## config.mk

```make
export PLATFORM = sky130hd
export DESIGN_NAME = bfm3_rem
export DESIGN_NICKNAME = d
export VERILOG_FILES = /design/src/sv/bfm3_pkg.sv /design/src/sv/bfm3_rem.sv
export SDC_FILE = /design/constraint.sdc
export NUM_CORES = 1
export LEC_CHECK = 0
export BUFFER_PORTS_ARGS = -buffer_cell sky130_fd_sc_hd__buf_4
export CORE_MARGIN = 5
export CORE_UTILIZATION = 35
export DETAILED_ROUTE_END_ITERATION = 10
export GPL_ROUTABILITY_DRIVEN = 0
export SYNTH_ARGS = -nofsm -noshare
export SYNTH_HDL_FRONTEND = slang
export SYNTH_SLANG_ARGS = --single-unit
```

## constraint.sdc

```tcl
create_clock -name clk -period 6 [get_ports clk]
set_input_delay 0.9 -clock clk [delete_from_list [all_inputs] [get_ports clk]]
set_output_delay 0.9 -clock clk [all_outputs]
set_load 0.02 [all_outputs]
```

## src/sv/bfm3_pkg.sv

```systemverilog
`timescale 1ns / 1ps
package bfm3_pkg;

  localparam logic [31:0] MM_C1     = 32'hcc9e2d51;
  localparam logic [31:0] MM_C2     = 32'h1b873593;
  localparam logic [31:0] MM_ADD    = 32'he6546b64;
  localparam logic [31:0] MM_F1     = 32'h85ebca6b;
  localparam logic [31:0] MM_F2     = 32'hc2b2ae35;
  localparam logic [31:0] SEED_STEP = 32'hfba4c795;

  // modulus is at most 8 * 65535
  localparam int MOD_W = 20;

  localparam logic [1:0] REG_TWEAK        = 2'd0;
  localparam logic [1:0] REG_HASH_COUNT   = 2'd1;
  localparam logic [1:0] REG_FILTER_BYTES = 2'd2;

  typedef struct packed {
    logic [7:0] key_byte;
    logic       key_last;
  } in_item_t;

  typedef struct packed {
    logic [5:0]  hash_number;
    logic [18:0] bit_index;
    logic [7:0]  filter_byte;
    logic        last;
  } out_item_t;

  typedef enum logic [3:0] {
    ST_CLEAR,
    ST_IDLE,
    ST_SC1,
    ST_SC2,
    ST_MIX_RD,
    ST_MIX_WR,
    ST_FIN_RD,
    ST_FIN_M1,
    ST_FIN_M2,
    ST_DIV,
    ST_BYTE_RD,
    ST_BYTE_WR,
    ST_OUT
  } state_t;

endpackage

```

## src/sv/bfm3_rem.sv

```systemverilog
`timescale 1ns / 1ps
module bfm3_rem (
  input  logic                       clk,
  input  logic                       rst,
  input  logic                       start,
  input  logic [31:0]                dividend,
  input  logic [bfm3_pkg::MOD_W-1:0] modulus,
  output logic                       done,
  output logic [bfm3_pkg::MOD_W-1:0] rem
);
  import bfm3_pkg::*;

  logic        busy;
  logic [4:0]  cnt;
  logic [31:0] num;
  logic [MOD_W:0] trial;

  // restoring remainder, one dividend bit a cycle
  assign trial = {rem, num[31]};

  always_ff @(posedge clk) begin
    if (rst) begin
      busy <= 1'b0;
      done <= 1'b0;
      cnt  <= '0;
    end else begin
      done <= 1'b0;
      if (start) begin
        busy <= 1'b1;
        cnt  <= '0;
      end else if (busy) begin
        cnt <= cnt + 5'd1;
        if (cnt == 5'd31) begin
          busy <= 1'b0;
          done <= 1'b1;
        end
      end
    end
  end

  always_ff @(posedge clk) begin
    if (start) begin
      num <= dividend;
      rem <= '0;
    end else if (busy) begin
      num <= {num[30:0], 1'b0};
      if (trial >= {1'b0, modulus}) begin
        rem <= MOD_W'(trial - {1'b0, modulus});
      end else begin
        rem <= trial[MOD_W-1:0];
      end
    end
  end

endmodule

```

Yosys cells after proc, flatten, opt, wreduce, memory -nomap -nowiden
Cells that the tools add are included.
- register bits: 59
- input bits: 55
- add/sub/neg operators: 2
- reductions and logical operators: 3
- multiplexer cells: 7
- bitwise operators: 1
- order comparisons: 1
- equal/unequal tests: 1
- operators by type and width (kind ; number):
    $mux 32 ; 2
    $ge 21x20->1 ; 1
    $mux 20 ; 1
    $sub 20x20->20 ; 1
    $add 5x1->5 const B ; 1
    $eq 5x5->1 const B ; 1
    $mux 1 ; 4
    $reduce_or 3->1 ; 1
    $reduce_bool 2->1 ; 1
    $reduce_or 2->1 ; 1
    $not 1->1 ; 1

Logic depth before layout (Yosys ltp)
- depth in word-level cells: 4
- depth in mapped cells: 12
- mapped depth without buffers: 11

Worst setup path after synthesis
No wires, ideal clock.
- kind: in2reg
- start: in modulus[0] (netlist bit)
- end: reg rem[14] (netlist bit)
- required time: 5.874 ns
- setup slack: 2.942 ns
- path buffers: 0
- arrival time: 2.932 ns
- stages on the path: 10
- cells stage by stage: ha_1 > inv_1 > fa_1 > a211oi_1 > o211ai_1 > a221oi_1 > nor2_1 > o41ai_1 > xor2_1 > o211ai_1
- longest elaborated chain between the ends: 2
- elaborated cells on any way between the ends: 3
- those cells by class: add/sub (1); order compare (1); mux (1)
- RTL lines (what ; RTL line ; text):
    start: declaration ; bfm3_rem.sv:7 ; input logic [bfm3_pkg::MOD_W-1:0] modulus,
    $sub 20x20->20 or $ge 21x20->1 (tied branches) ; bfm3_rem.sv:48, bfm3_rem.sv:47 ;
    $mux 20 * ; bfm3_rem.sv:47 ; if (trial >= {1'b0, modulus}) begin
    end signal: assignment ; bfm3_rem.sv:48 ; rem <= MOD_W'(trial - {1'b0, modulus});
    end signal: assignment ; bfm3_rem.sv:50 ; rem <= trial[MOD_W-1:0];
    end: declaration ; bfm3_rem.sv:9 ; output logic [bfm3_pkg::MOD_W-1:0] rem
Every way passes the cells marked *; elsewhere a longest branch is shown, timed or not.
A chain may end at the register's enable or synchronous reset.

Worst setup path in the final report
Same ends and word-level chain as after synthesis.

==> flow_summary.json <==
{
  "status": "finished clean",
  "r2r_setup_slack_ns": 3.06,
  "synth_top_area_cell": "edfxtp_1",
  "hp-start": "rem[6]$_SDFFE_PP0P_",
  "yosys_warnings": 0,
  "layout_min_cycle_time_ns": 3.12,
  "synth_top_area_share": 0.258,
  "vias_per_cell": 5.30,
  "area_delta_synth_final_pct": 21.5,
  "dr_total_vias": 3090,
  "die_x_um": 113,
  "yosysSeqAreaShare": 0.404,
  "ys_top_cells_by_count": "nand2_1, edfxtp_1, mux2_2, dfxtp_1, inv_1",
  "rsz0062_at_grt": "false",
  "start_util": 0.360,
  "clock-sinks": 59,
  "cp.required_ns": 6.23,
  "place_hpwl_mm": 6.52,
  "htree_levels": 3,
  "critical_path.max_fanout": 4,
  "grt_max_degree": 52,
  "synth_mux_area_frac": 0.107,
  "synth_nets": 452,
  "place_area_sq_mm": 0.00434,
  "setup_tns_ns": 0,
  "synth_area_leaders": "edfxtp_1, dfxtp_1, mux2_2",
  "rr_endpoint": "rem[14]$_SDFFE_PP0P_",
  "design.die.area_sq_mm": 0.0128,
  "insertion_delay_ns": 0.35,
  "cts_resized": 0,
  "fin_skew_ns": 0.00725,
  "overflow": 0,
  "fmax_mhz": 321,
  "cp-end-kind": "flip-flop",
  "syn-instance-count": 374,
  "powerDensity_mw_per_mm2": 226,
  "ys.flop_type": "edfxtp_1",
  "antenna_found_initial": 0,
  "cts.clk_slew.worst_paths_ns": 0.07,
  "hp-class": "reg2reg",
  "antennaDiodeCount": 0,
  "synth_cell_types": 65,
  "wl_mm": 9.03,
  "track_usage": 0.140,
  "drc": 0,
  "ios": 76,
  "timing.final.crit_share": 0.520,
  "cts_tree": "built",
  "synth-simple-area-share": 0.132,
  "die_y_um": 113,
  "synth_xor_area_frac": 0.0353,
  "io_buffers": 75,
  "total_power_w": 0.00102,
  "min_to": "rem[6]$_SDFFE_PP0P_",
  "rr_worst_depth": 11,
  "slew_viol_final": 0,
  "synth.avg_cell_area_sq_um": 9.95,
  "drtIter0Drc": 154,
  "yosysMostFrequentCell": "nand2_1",
  "final_nets": 520,
  "row_count": 37,
  "irDropWorstVdd_mv": 0.133,
  "grt_pass1_vias": 2899,
  "ctsRootBufferMaster": "clkbuf_8",
  "postCtsSetupBuffers": 0,
  "cts_buffers": 9,
  "tightest_slew_ns": 0.785,
  "clk_path_buf_depth": 2,
  "wire_per_inst_um": 15.5,
  "setup_violations": 0,
  "synth_top_family_by_area": "compound AO/OA/AOI/OAI gates",
  "synth_edf_count": 32,
  "final_area_sq_mm": 0.00452,
  "coreArea_sq_mm": 0.0103,
  "grt_pass1_wl_mm": 14.4,
  "drive_above_1_share": 0.311,
  "dr.pass1.iters": 4,
  "start_kind": "input pin",
  "hold_buffers": 0,
  "p_leak_nw": 1.92,
  "ant_nets": 0,
  "relSlewSlack": 0.475,
  "arrival_ns": 3.34,
  "syn_area_sq_mm": 0.00372,
  "r2r_start": "num[31]$_DFFE_PP_",
  "cap_violations": 0,
  "synth_compound_area_frac": 0.181,
  "worstSetupPathType": "in2reg",
  "hold_viol": 0,
  "ys_seq_elements": 59,
  "async_reset_ff_frac": 0,
  "min_path_cells": 2,
  "synthAdderAreaFrac": 0.0794
}
==> metrics by stage <==
step	util	setup WS [ns]	instances	hold slack [ns]
after floorplan	-	2.94	374	0.498
after global placement	0.420	2.55	567	0.500
after detailed placement	0.420	2.52	567	0.513
after CTS	0.438	2.87	583	0.524
after global routing	0.438	2.69	583	0.555
final	0.438	2.88	583	0.524
==> critical path: stages <==
cell,delay (ns)
buf_4,0.08
ha_1,0.15
inv_1,0.05
fa_1,0.41
a211oi_1,0.33
o211ai_1,0.13
a221oi_1,0.58
nor2_1,0.09
o41ai_1,0.34
xor2_1,0.18
o211ai_1,0.10
==> cell families (layout without fill, tap and decap cells) <==
group / Yosys count / count (layout)
xor gates and xnor gates: 15 / 15
AOI/OAI and AO/OA: 92 / 92
and+or+nand+nor: 103 / 103
buffers and inverters: 46 / 119
DFF: 59 / 59
adders and majority gates: 23 / 23
muxes: 36 / 36
==> power by group <==
group	internal [W]	total [W]	switching (W)	leakage [nW]
Clock	0.000155	0.000339	0.000184	0.0868
Sequential	0.000462	0.000479	0.0000171	0.543
Combinational	0.0000993	0.000205	0.000105	1.29
Total	0.000716	0.00102	0.000307	1.92
==> sequential cells by signal (all words and copies together), names as in the netlist <==
register / flops
busy: 1
cnt: 5
done: 1
num: 32
rem: 20
==> final cells by class <==
cell class | count | area, sq um
clock buffer | 9 | 124
multi-input combinational | 269 | 1990
timing repair buffer | 77 | 578
fill | 1007 | 5810
sequential | 59 | 1500
clock inverter | 7 | 58.8
tap | 136 | 170
inverter | 26 | 97.6
==> metal layers <==
| layer | global-route usage | vias up | wire (um) |
|---|---|---|---|
| li1 | - | 1517 | - |
| met1 | 0.185 | 1465 | 3870 |
| met2 | 0.217 | 93 | 4290 |
| met3 | 0.0385 | 15 | 654 |
| met4 | 0.0545 | 0 | 210 |
| met5 | 0 | - | 0 |
==> worst max path at each step <==
stage | to | depth (start not counted) | from | slack, ns
finish | rem[14]$_SDFFE_PP0P_ | 11 | modulus[0] | 2.88
global route | rem[14]$_SDFFE_PP0P_ | 11 | modulus[0] | 2.69
CTS | rem[14]$_SDFFE_PP0P_ | 11 | modulus[0] | 2.87
detailed placement | rem[14]$_SDFFE_PP0P_ | 11 | modulus[0] | 2.52
global placement | rem[14]$_SDFFE_PP0P_ | 11 | modulus[0] | 2.55
floorplan | rem[14]$_SDFFE_PP0P_ | 10 | modulus[0] | 2.94
==> cells in the final DEF (no fill, tap or decap), types with 9 or more instances in the layout <==
| cell type | Yosys | final |
|---|---|---|
| a21oi_1 | 18 | 18 |
| buf_4 | 0 | 77 |
| clkbuf_8 | 0 | 9 |
| dfxtp_1 | 27 | 27 |
| edfxtp_1 | 32 | 32 |
| ha_1 | 22 | 22 |
| inv_1 | 26 | 26 |
| mux2_2 | 31 | 31 |
| nand2_1 | 41 | 41 |
| nor2_1 | 21 | 21 |
| o21ai_0 | 15 | 15 |
| xor2_1 | 9 | 9 |
No activity file was read; power rests on OpenSTA's default activity.
